--- src/rtl/stkc_pkg.sv ---
package stkc_pkg;

	typedef enum logic [3:0] {
		CMD_PUSH  = 4'd0,
		CMD_PUSHV = 4'd1,
		CMD_POP   = 4'd2,
		CMD_STORE = 4'd3,
		CMD_ABS   = 4'd4,
		CMD_PLUS  = 4'd5,
		CMD_MINUS = 4'd6,
		CMD_MUL   = 4'd7,
		CMD_DIV   = 4'd8,
		CMD_PRINT = 4'd9
	} cmd_t;

	typedef enum logic [2:0] {
		ST_OK    = 3'd0,
		ST_EMPTY = 3'd1,
		ST_FEW   = 3'd2,
		ST_UNSET = 3'd3,
		ST_OVF   = 3'd4,
		ST_DIV0  = 3'd5,
		ST_FULL  = 3'd6
	} status_t;

	localparam int unsigned DW = 64;

	// handshake between the sequencer and the magnitude multiply/divide unit
	typedef struct packed {
		logic start;
		logic is_div;
	} mdu_req_t;

	typedef struct packed {
		logic done;
		logic ovf;
	} mdu_rsp_t;

endpackage

--- src/rtl/stkc_mdu.sv ---
// Unsigned 64-bit magnitude multiply and divide, one bit per cycle.
// Multiply flags a product of 2^64 or more; the caller checks the sign range.
module stkc_mdu
	import stkc_pkg::*;
(
	input  logic          clk,
	input  logic          arst_n,
	input  mdu_req_t      req,
	input  logic [DW-1:0] a,
	input  logic [DW-1:0] b,
	output mdu_rsp_t      rsp,
	output logic [DW-1:0] result
);

	logic          busy_q;
	logic          div_q;
	logic [6:0]    cnt_q;
	logic [DW-1:0] acc_q;
	logic [DW-1:0] rem_q;
	logic [DW-1:0] opa_q;
	logic [DW-1:0] opb_q;
	logic          ovf_q;
	logic          done_q;

	logic [DW:0]   rem_sh;
	logic [DW:0]   rem_sub;
	logic [DW:0]   mul_sh;
	logic [DW:0]   mul_add;

	always_comb begin
		rem_sh  = {rem_q, acc_q[DW-1]};
		rem_sub = rem_sh - {1'b0, opb_q};
		mul_sh  = {acc_q, 1'b0};
		mul_add = mul_sh + (opa_q[DW-1] ? {1'b0, opb_q} : '0);
	end

	always_ff @(posedge clk or negedge arst_n) begin
		if (!arst_n) begin
			busy_q <= 1'b0;
			done_q <= 1'b0;
			cnt_q  <= '0;
		end else begin
			done_q <= 1'b0;
			if (req.start) begin
				busy_q <= 1'b1;
				cnt_q  <= 7'(DW);
			end else if (busy_q) begin
				cnt_q <= cnt_q - 7'd1;
				if (cnt_q == 7'd1) begin
					busy_q <= 1'b0;
					done_q <= 1'b1;
				end
			end
		end
	end

	always_ff @(posedge clk) begin
		if (req.start) begin
			div_q <= req.is_div;
			opb_q <= b;
			ovf_q <= 1'b0;
			rem_q <= '0;
			if (req.is_div) begin
				acc_q <= a;
				opa_q <= a;
			end else begin
				acc_q <= '0;
				opa_q <= a;
			end
		end else if (busy_q) begin
			if (div_q) begin
				// restoring division: quotient bits shift into acc
				if (!rem_sub[DW]) begin
					rem_q <= rem_sub[DW-1:0];
					acc_q <= {acc_q[DW-2:0], 1'b1};
				end else begin
					rem_q <= rem_sh[DW-1:0];
					acc_q <= {acc_q[DW-2:0], 1'b0};
				end
			end else begin
				// shift-add, multiplier bits from the top
				if (acc_q[DW-1] || mul_add[DW])
					ovf_q <= 1'b1;
				acc_q <= mul_add[DW-1:0];
				opa_q <= {opa_q[DW-2:0], 1'b0};
			end
		end
	end

	assign rsp.done = done_q;
	assign rsp.ovf  = ovf_q;
	assign result   = acc_q;

endmodule

--- config.mk ---
export PLATFORM = sky130hd
export DESIGN_NAME = stkc_mdu
export DESIGN_NICKNAME = d
export VERILOG_FILES = /design/src/rtl/stkc_pkg.sv /design/src/rtl/stkc_mdu.sv
export SDC_FILE = /design/constraint.sdc
export NUM_CORES = 1
export LEC_CHECK = 0
export BUFFER_PORTS_ARGS = -buffer_cell sky130_fd_sc_hd__buf_2
export CORE_ASPECT_RATIO = 1.2
export CORE_MARGIN = 5
export CORE_UTILIZATION = 30
export CTS_BUF_LIST = sky130_fd_sc_hd__clkbuf_8
export CTS_CLUSTER_SIZE = 24
export DETAILED_ROUTE_END_ITERATION = 8
export HOLD_SLACK_MARGIN = 0.12
export PLACE_DENSITY_LB_ADDON = 0.3
export SLEW_MARGIN = 5
export SYNTH_ARGS = -nofsm -noshare
export SYNTH_HDL_FRONTEND = slang
export SYNTH_SLANG_ARGS = --single-unit
--- constraint.sdc ---
create_clock -name clk -period 4.3 [get_ports clk]
set_input_delay 1.29 -clock clk [delete_from_list [all_inputs] [get_ports clk]]
set_output_delay 1.29 -clock clk [all_outputs]
set_load 0.05 [all_outputs]
# Word level (Yosys, flattened, before mapping)

Cells that the tools add are included.

Register bits: 267

Add/subtract/negate cells: 3
Equal/unequal tests: 2
Multiplexer cells: 18
Bitwise gates (word level): 1
Reduce and logical (&&, ||, !) cells: 5

Operators by type and width:

| operator                                             | number |
|---|---|
| two-way mux 64 bit                                   | 9 |
| adder 65 x 64 -> 65 bit                              | 1 |
| subtractor 65 x 64 -> 65 bit                         | 1 |
| two-way mux 7 bit                                    | 2 |
| equality test 7 x 1 -> 1 bit (second input constant) | 1 |
| two-way mux 1 bit                                    | 7 |
| subtractor 7 x 1 -> 7 bit (second input constant)    | 1 |
| AND reduction 2 bit                                  | 2 |
| AND reduction 3 bit                                  | 1 |
| != test 2 bit (second input constant)                | 1 |
| nonzero test 2 bit                                   | 1 |
| logical OR 1 bit                                     | 1 |
| NOT 1 bit                                            | 1 |

# Longest topological paths before layout

Gate-level depths: netlist of run 1.

Word-level depth: 5
Depth in mapped cells: 17

# Worst setup path after synthesis of run 1

No wires, ideal clock.

Kind: input to register
Start point: input port req[1] in the netlist's numbering
End point: register opa_q[0] (enable)
Arrival: 3.695 ns
Setup slack: 0.172 ns
Cell stages on the path: 4
Path buffers: 3
Cells stage by stage: clkbuf_1 -> clkbuf_1 -> clkbuf_1 -> nand2b_1

Word-level cells in the longest chain between the ends: 2
Elaborated cells on any way between the ends: 3
Those cells by class: eq/ne: 1; reduce/logical: 2

Ends and longest elaborated chain:

| element                                                       | RTL line       | text |
|---|---|---|
| from (decl)                                                   | stkc_mdu.sv:8  | `input mdu_req_t req,` |
| != test 2 bit (no line) or nonzero test 2 bit (tied branches) | --             |  |
| AND reduction 2 bit (no line) (*)                             | --             |  |
| to (signal assigned)                                          | stkc_mdu.sv:85 | `opa_q <= {opa_q[DW-2:0], 1'b0};` |
| to (decl)                                                     | stkc_mdu.sv:20 | `logic [DW-1:0] opa_q;` |

Every way passes the cells marked *; elsewhere a longest branch is shown, timed or not.
A chain may end at the register's enable or synchronous reset.

# Worst setup path in the final report of run 1

Start point: register opa_q[63]
End point: register acc_q[40], in the netlist result[40], data pin

Word-level cells in the longest chain between the ends: 5

Ends and longest elaborated chain:

| element                 | RTL line       | text |
|---|---|---|
| two-way mux 64 bit      | stkc_mdu.sv:34 | `mul_add = mul_sh + (opa_q[DW-1] ? {1'b0, opb_q} : '0);` |
| adder 65 x 64 -> 65 bit | stkc_mdu.sv:34 |  |
| two-way mux 64 bit      | stkc_mdu.sv:71 | `if (div_q) begin` |
| two-way mux 64 bit      | stkc_mdu.sv:70 | `end else if (busy_q) begin` |
| two-way mux 64 bit      | stkc_mdu.sv:58 | `if (req.start) begin` |
| to (signal assigned)    | stkc_mdu.sv:75 | `acc_q <= {acc_q[DW-2:0], 1'b1};` |
| to (signal assigned)    | stkc_mdu.sv:78 | `acc_q <= {acc_q[DW-2:0], 1'b0};` |
| to (signal assigned)    | stkc_mdu.sv:84 | `acc_q <= mul_add[DW-1:0];` |
| to (decl)               | stkc_mdu.sv:18 | `logic [DW-1:0] acc_q;` |

Every way passes these cells. The select of a mux whose other input is x is not followed.

==> flow_summary.yaml, run 1 <==
worst_setup_path:
  critical_path_class: "register to register"
  worst_setup_path_end_kind: "register"
  worst_setup_path_start_kind: "register"
  cp.arrival_ns: 4.44
  path_max_fanout: 31
  required_ns: 4.66
drt:
  wl_per_cell_microns: 19.6
  drtAntennaViolNets: 0
  drt_iter0_markers: 878
  first_pass_iters: 7
  drc: 0
  vias_per_cell: 5.27
  wl_mm: 62.6
  vias: 16800
floorplan:
  fp-row-count: 102
  die_height_microns: 288
  die_area_sq_mm: 0.0697
  pin_count: 198
  coreArea_sq_mm: 0.0642
  die_x_microns: 242
  initial_utilization: 0.301
cells_and_area:
  multiInputGateArea_sq_mm: 0.0112
  final_area_sq_mm: 0.0222
  syn_to_final_growth_pct: 14.7
  seq_area_sq_mm: 0.00732
  fin_nets: 2586
  fillCellCount: 6638
  drive_gt1_frac: 0.182
  final_cells: 3190
global_routing:
  grt_util_met3: 0.0231
  grt_max_degree: 95
  use_met1: 0.221
  grt_pass1_vias: 17100
  grt_use_total: 0.173
  met2_usage: 0.301
  grt_overflow: 0
  grt_pass1_wl_mm: 96.9
  antenna_found_initial: 1
  grt.busiest_layer: "met2"
timing:
  tightest_slew_ns: 1.07
  final_max_slew_viol_count: 0
  fin_setup_tns_ns: 0
  fin_skew_ns: 0.0493
  layout_setup_ws_ns: 0.223
  min_period_ns: 4.08
  setup_violations: 0
  finalCritPeriodShare: 0.948
  rsz0062_at_grt: "no"
  maxSlewHeadroom: 0.288
  hold_slack_ns: 0.489
  max_freq_mhz: 245
  hold_viol_final: 0
clocking:
  cts_htree_levels: 2
  clock-sinks: 267
  post-cts-setup-buffers: 0
  cts_buffers: 48
  clk_pin_slew_ns: 0.07
  clock_latency_ns: 0.63
  cts_root_buffer: "clkbuf_8"
  cts_tree: "yes"
  cts_buffer_depth: 3
synth:
  synth_cell_type_count: 83
  syn-cell-area_sq_mm: 0.0193
  ys_ff_latch: 267
  yosysTopAreaCellShare: 0.300
  synth.avg_cell_area_sq_um: 8.98
  synth_commonest_cells: "nand2_1 (244), a21oi_1 (216), edfxtp_1 (193), nor2_1 (183), ha_1 (129)"
  synthTopCellsByArea: "edfxtp_1 (30%), ha_1 (8.3%), dfxtp_1 (6.7%)"
  yosysTopAreaCell: "edfxtp_1"
  synth_most_common_cell: "nand2_1"
  ys_warn_count: 0
  synth_edf_count: 193
  async_flop_share: 0.0337
  ys_seq_area_frac: 0.379
  synthCells: 2154
  ys.flop_type: "edfxtp_1"
  syn_nets: 2417
pwr:
  max-vdd-ir-drop_v: 0.000303
  leakage_nw: 9.47
  power_density_mw_per_mm2: 441
run_status:
  status: "completed"
place:
  pre_cts_ws_ns: 0.139
  dp_hpwl_mm: 48.6
  gp_congestion: 0.946
  numPortBuffers: 197
  placed_area_sq_mm: 0.0213
  place_inst: 3105
worst_hold_path:
  holdCritPathClass: "register to register"
job:
  cap_violations: 0
==> per-stage QoR <==
stage	util	power [mW]
after global routing	0.346	10.4
after floorplan	-	6.35
after global placement	0.331	7.43
after detailed placement	0.331	7.44
after CTS	0.345	9.87
final	0.346	9.79
==> worst paths after layout <==
check / startpoint / to / slack, ns / cells after the start
hold reg to reg: rem_q[31]$_SDFFE_PP0P_ / rem_q[31]$_SDFFE_PP0P_ / 0.49 / 2
min in group asynchronous: arst_n / cnt_q[6]$_DFFE_PN0P_ / 0.51 / 1
max in group asynchronous: arst_n / cnt_q[3]$_DFFE_PN0P_ / 3.61 / 1
hold / removal: rem_q[31]$_SDFFE_PP0P_ / rem_q[31]$_SDFFE_PP0P_ / 0.49 / 2
setup reg to reg: opa_q[63]$_DFFE_PP_ / result[40]$_DFFE_PP_ / 0.22 / 16
setup / recovery: opa_q[63]$_DFFE_PP_ / result[40]$_DFFE_PP_ / 0.22 / 16
==> final cells by class <==
| cell class | instances | area share |
|---|---|---|
| Clock inverter | 33 | 0.00880 |
| Sequential cell | 267 | 0.330 |
| Tap cell | 832 | 0.0469 |
| Timing Repair Buffer | 231 | 0.0598 |
| Inverter | 115 | 0.0195 |
| Multi-Input combinational cell | 1660 | 0.503 |
| Antenna cell | 1 | 0.000113 |
| Clock buffer | 51 | 0.0316 |
==> flip-flops by register name (all words and copies together), names as in the netlist <==
| name | flops |
|---|---|
| result | 64 |
| cnt_q | 7 |
| div_q | 1 |
| rem_q | 64 |
| opa_q | 64 |
| opb_q | 64 |
| ovf_q | 1 |
| busy_q | 1 |
| done_q | 1 |
==> layer usage <==
layer	routed length [microns]	share of wire	up-vias
li1	-	-	8197
met1	27500	0.44	8123
met2	30400	0.49	386
met3	2580	0.041	103
met4	2120	0.034	0
met5	0	0	-
==> timing repair <==
item,4_1_cts,5_1_grt
endpoints found under the setup margin,0,3
hold buffers,0,0
resized for setup,0,4
==> worst max-delay path, cell delays in order, from the launching register on <==
cell and delay [ns]:
edfxtp_1 0.44, buf_12 0.19, nand2_1 0.12, inv_1 0.06
ha_1 0.28, a211oi_1 0.34, o21ai_0 0.18, a31oi_1 0.35
o41ai_4 0.17, buf_4 0.18, o211ai_1 0.32, nand3_1 0.19
a21boi_0 0.36, o31ai_1 0.16, xor2_1 0.19, mux2i_1 0.18
o21ai_0 0.09
==> cells by family after synthesis <==
family	Yosys count	share of synthesized area
flip-flops	267	0.379
multiplexers	75	0.0430
adder cells (fa/ha/maj)	131	0.0855
AND/OR/NAND/NOR	677	0.162
XOR/XNOR	116	0.0533
AO/OA/AOI/OAI	661	0.230
buffers and inverters	227	0.0474
==> where the power goes <==
group	internal (mW)	leakage [nW]	switching [mW]
Combinational	1.40	6.31	2.50
Sequential	3.19	2.66	0.344
Clock	1.21	0.498	1.16
==> placed cells by master (no fill, tap or decap), types with 31 or more instances in the layout <==
cell type    n
a21oi_1    216
and2_1      66
a21o_1      68
mux2_2      65
xnor2_1     68
edfxtp_1   193
ha_1       129
dfxtp_1     65
buf_2      196
nor2_1     183
nand4_1     38
nor3_1      31
clkbuf_8    51
o21ai_0    124
a311oi_2    32
o21bai_1    38
inv_1      126
xor2_1      46
nand2_1    244
Note: power is estimated with default switching activity, not from simulation.
==> run 2, diff against run 1 <==
clock period = 4.5 ns   (was 4.3 ns; I/O delays follow)
==> flow_summary.yaml, run 2 (synthesis results as in run 1) <==
run_status:
  status: "completed"
clocking:
  cts_tree: "yes"
  cts_htree_levels: 2
  cts_root_buffer: "clkbuf_8"
  cts_hold_buffers: 0
  cts_buffer_depth: 3
  clock-sinks: 267
  clock_latency_ns: 0.63
  cts_buffers: 47
  clk_pin_slew_ns: 0.07
floorplan:
  die_x_microns: 242
  die_height_microns: 288
  coreArea_sq_mm: 0.0642
  fp-row-count: 102
  initial_utilization: 0.301
  pin_count: 198
  die_area_sq_mm: 0.0697
drt:
  wl_mm: 61.7
  first_pass_iters: 5
  wl_per_cell_microns: 19.4
  drt_iter0_markers: 957
  vias: 16800
  drc: 0
  vias_per_cell: 5.27
  drtAntennaViolNets: 0
pwr:
  switching_share: 0.409
  power_frac_seq: 0.366
  p_sw_mw: 3.78
  pwr-share-comb: 0.396
  power_density_mw_per_mm2: 419
  max-vdd-ir-drop_v: 0.000237
  leakage_nw: 9.39
  pwr-share-clk: 0.239
  internal_power_mw: 5.47
worst_setup_path:
  startpoint: "opa_q[63]$_DFFE_PP_"
  r2r_end: "result[60]$_DFFE_PP_"
  crit_slowest_cell: "o41ai_2"
  crit_chain: "buf_12 -> and2_1 -> ha_1 -> o21ai_0 -> o21ai_0 -> a31oi_1 -> o41ai_2 -> buf_4 -> o211ai_1 -> a21bo_2 -> nand2_1 -> a31oi_1 -> o31ai_1 -> nor4bb_1 -> nor3_1"
  worst_path_largest_cell_delay_ns: 0.59
  worstSetupEndpoint: "result[60]$_DFFE_PP_"
  required_ns: 4.87
  cp_num_cells: 15
  worst_setup_path_end_kind: "register"
  r2r_cells: 15
  ff2ff_setup_slack_ns: 0.35
  cp.arrival_ns: 4.52
  critical_path_class: "register to register"
  path_buf_inv: 2
  worst_setup_path_start_kind: "register"
  cpLargestDelayFamily: "compound AO/OA/AOI/OAI gates"
  path_max_fanout: 31
  reg2reg_from: "opa_q[63]$_DFFE_PP_"
timing:
  hold_viol_final: 0
  maxSlewHeadroom: 0.283
  fin_skew_ns: 0.0464
  min_period_ns: 4.15
  setup_violations: 0
  rsz0062_at_grt: "no"
  finalCritPeriodShare: 0.922
  tightest_slew_ns: 1.08
  max_freq_mhz: 241
  fin_setup_tns_ns: 0
  final_max_slew_viol_count: 0
global_routing:
  antenna_found_initial: 1
  grt_max_degree: 108
  grt_pass1_wl_mm: 94.3
  grt_use_total: 0.168
  grt_overflow: 0
  grt_pass1_vias: 16700
job:
  cap_violations: 0
cells_and_area:
  drive_gt1_frac: 0.178
  fin_nets: 2575
  final_cells: 3182
  finalCoreUtilization: 0.343
  layout_common_cells: "nand2_1 (244), a21oi_1 (216), buf_2 (196)"
  syn_to_final_growth_pct: 14.0
  final_common_cell: "nand2_1"
place:
  gp_congestion: 0.960
  place_inst: 3095
  dp_hpwl_mm: 47.1
  numPortBuffers: 197
worst_hold_path:
  whs_path_depth: 2
  holdCritPathClass: "register to register"
[run 2: changes by cell type in the layout (fill, tap and decap cells not counted), moves of 3 or more]
cell        change
buf_4           -7
buf_12          -3
clkinv_2        +3
clkinvlp_4      -3
inv_1           +3
[run 2: tightest hold or removal path, stage by stage, from the launching register on]
cell and delay (ns):
dfxtp_1 0.33, nand2_1 0.06, a21oi_1 0.05
[run 2: metrics by stage]
step	hold slack (ns)	power, mW	area (sq um)	worst slack (ns)
2_1_floorplan	0.449	6.07	19300	0.312
3_3_place_gp	0.468	7.04	21100	0.214
3_5_place_dp	0.474	7.05	21100	0.140
4_1_cts	0.484	9.31	22000	0.112
5_1_grt	0.502	9.80	22000	0.117
6_report	0.484	9.24	22000	0.349
[run 2: how the worst min path moves through the flow]
stage                                      start                     end  slack, ns
after floorplan            rem_q[1]$_SDFFE_PP0P_   rem_q[1]$_SDFFE_PP0P_       0.45
after global placement     rem_q[1]$_SDFFE_PP0P_   rem_q[1]$_SDFFE_PP0P_       0.47
after detailed placement   rem_q[1]$_SDFFE_PP0P_   rem_q[1]$_SDFFE_PP0P_       0.47
after CTS                  rem_q[1]$_SDFFE_PP0P_   rem_q[1]$_SDFFE_PP0P_       0.48
after global routing      rem_q[31]$_SDFFE_PP0P_  rem_q[31]$_SDFFE_PP0P_       0.50
final                     rem_q[14]$_SDFFE_PP0P_  rem_q[14]$_SDFFE_PP0P_       0.48
[run 2: layer usage]
layer  vias to the layer above  part of all wire  GRT usage
met3                        99             0.043     0.0225
met2                       426              0.49      0.298
met1                      8099              0.44      0.214
li1                       8146                 -          -
met5                         -                 0          0
met4                         0             0.032     0.0541
[run 2: layout make-up]
| class | instances | area (sq um) |
|---|---|---|
| sequential | 267 | 7320 |
| fill | 6678 | 42200 |
| timing repair buffer | 221 | 1210 |
| clock buffer | 52 | 716 |
| clock inverter | 34 | 165 |
| multi-input combinational | 1660 | 11100 |
| inverter | 115 | 432 |
| antenna | 1 | 2.50 |
| tap | 832 | 1040 |
[run 2: timing repair]
action,4_1_cts,5_1_grt
endpoints found under the setup margin,0,2
setup buffers,0,0
gates resized for setup,0,2
[run 2: power by group through the flow]
stage / Sequential, mW / Combinational [mW] / Clock (mW)
3_5_place_dp: 3.43 / 3.62 / 0
2_1_floorplan: 3.70 / 2.37 / 0
4_1_cts: 3.38 / 3.64 / 2.29
6_report: 3.38 / 3.66 / 2.21
5_1_grt: 3.41 / 4.01 / 2.38
3_3_place_gp: 3.42 / 3.61 / 0
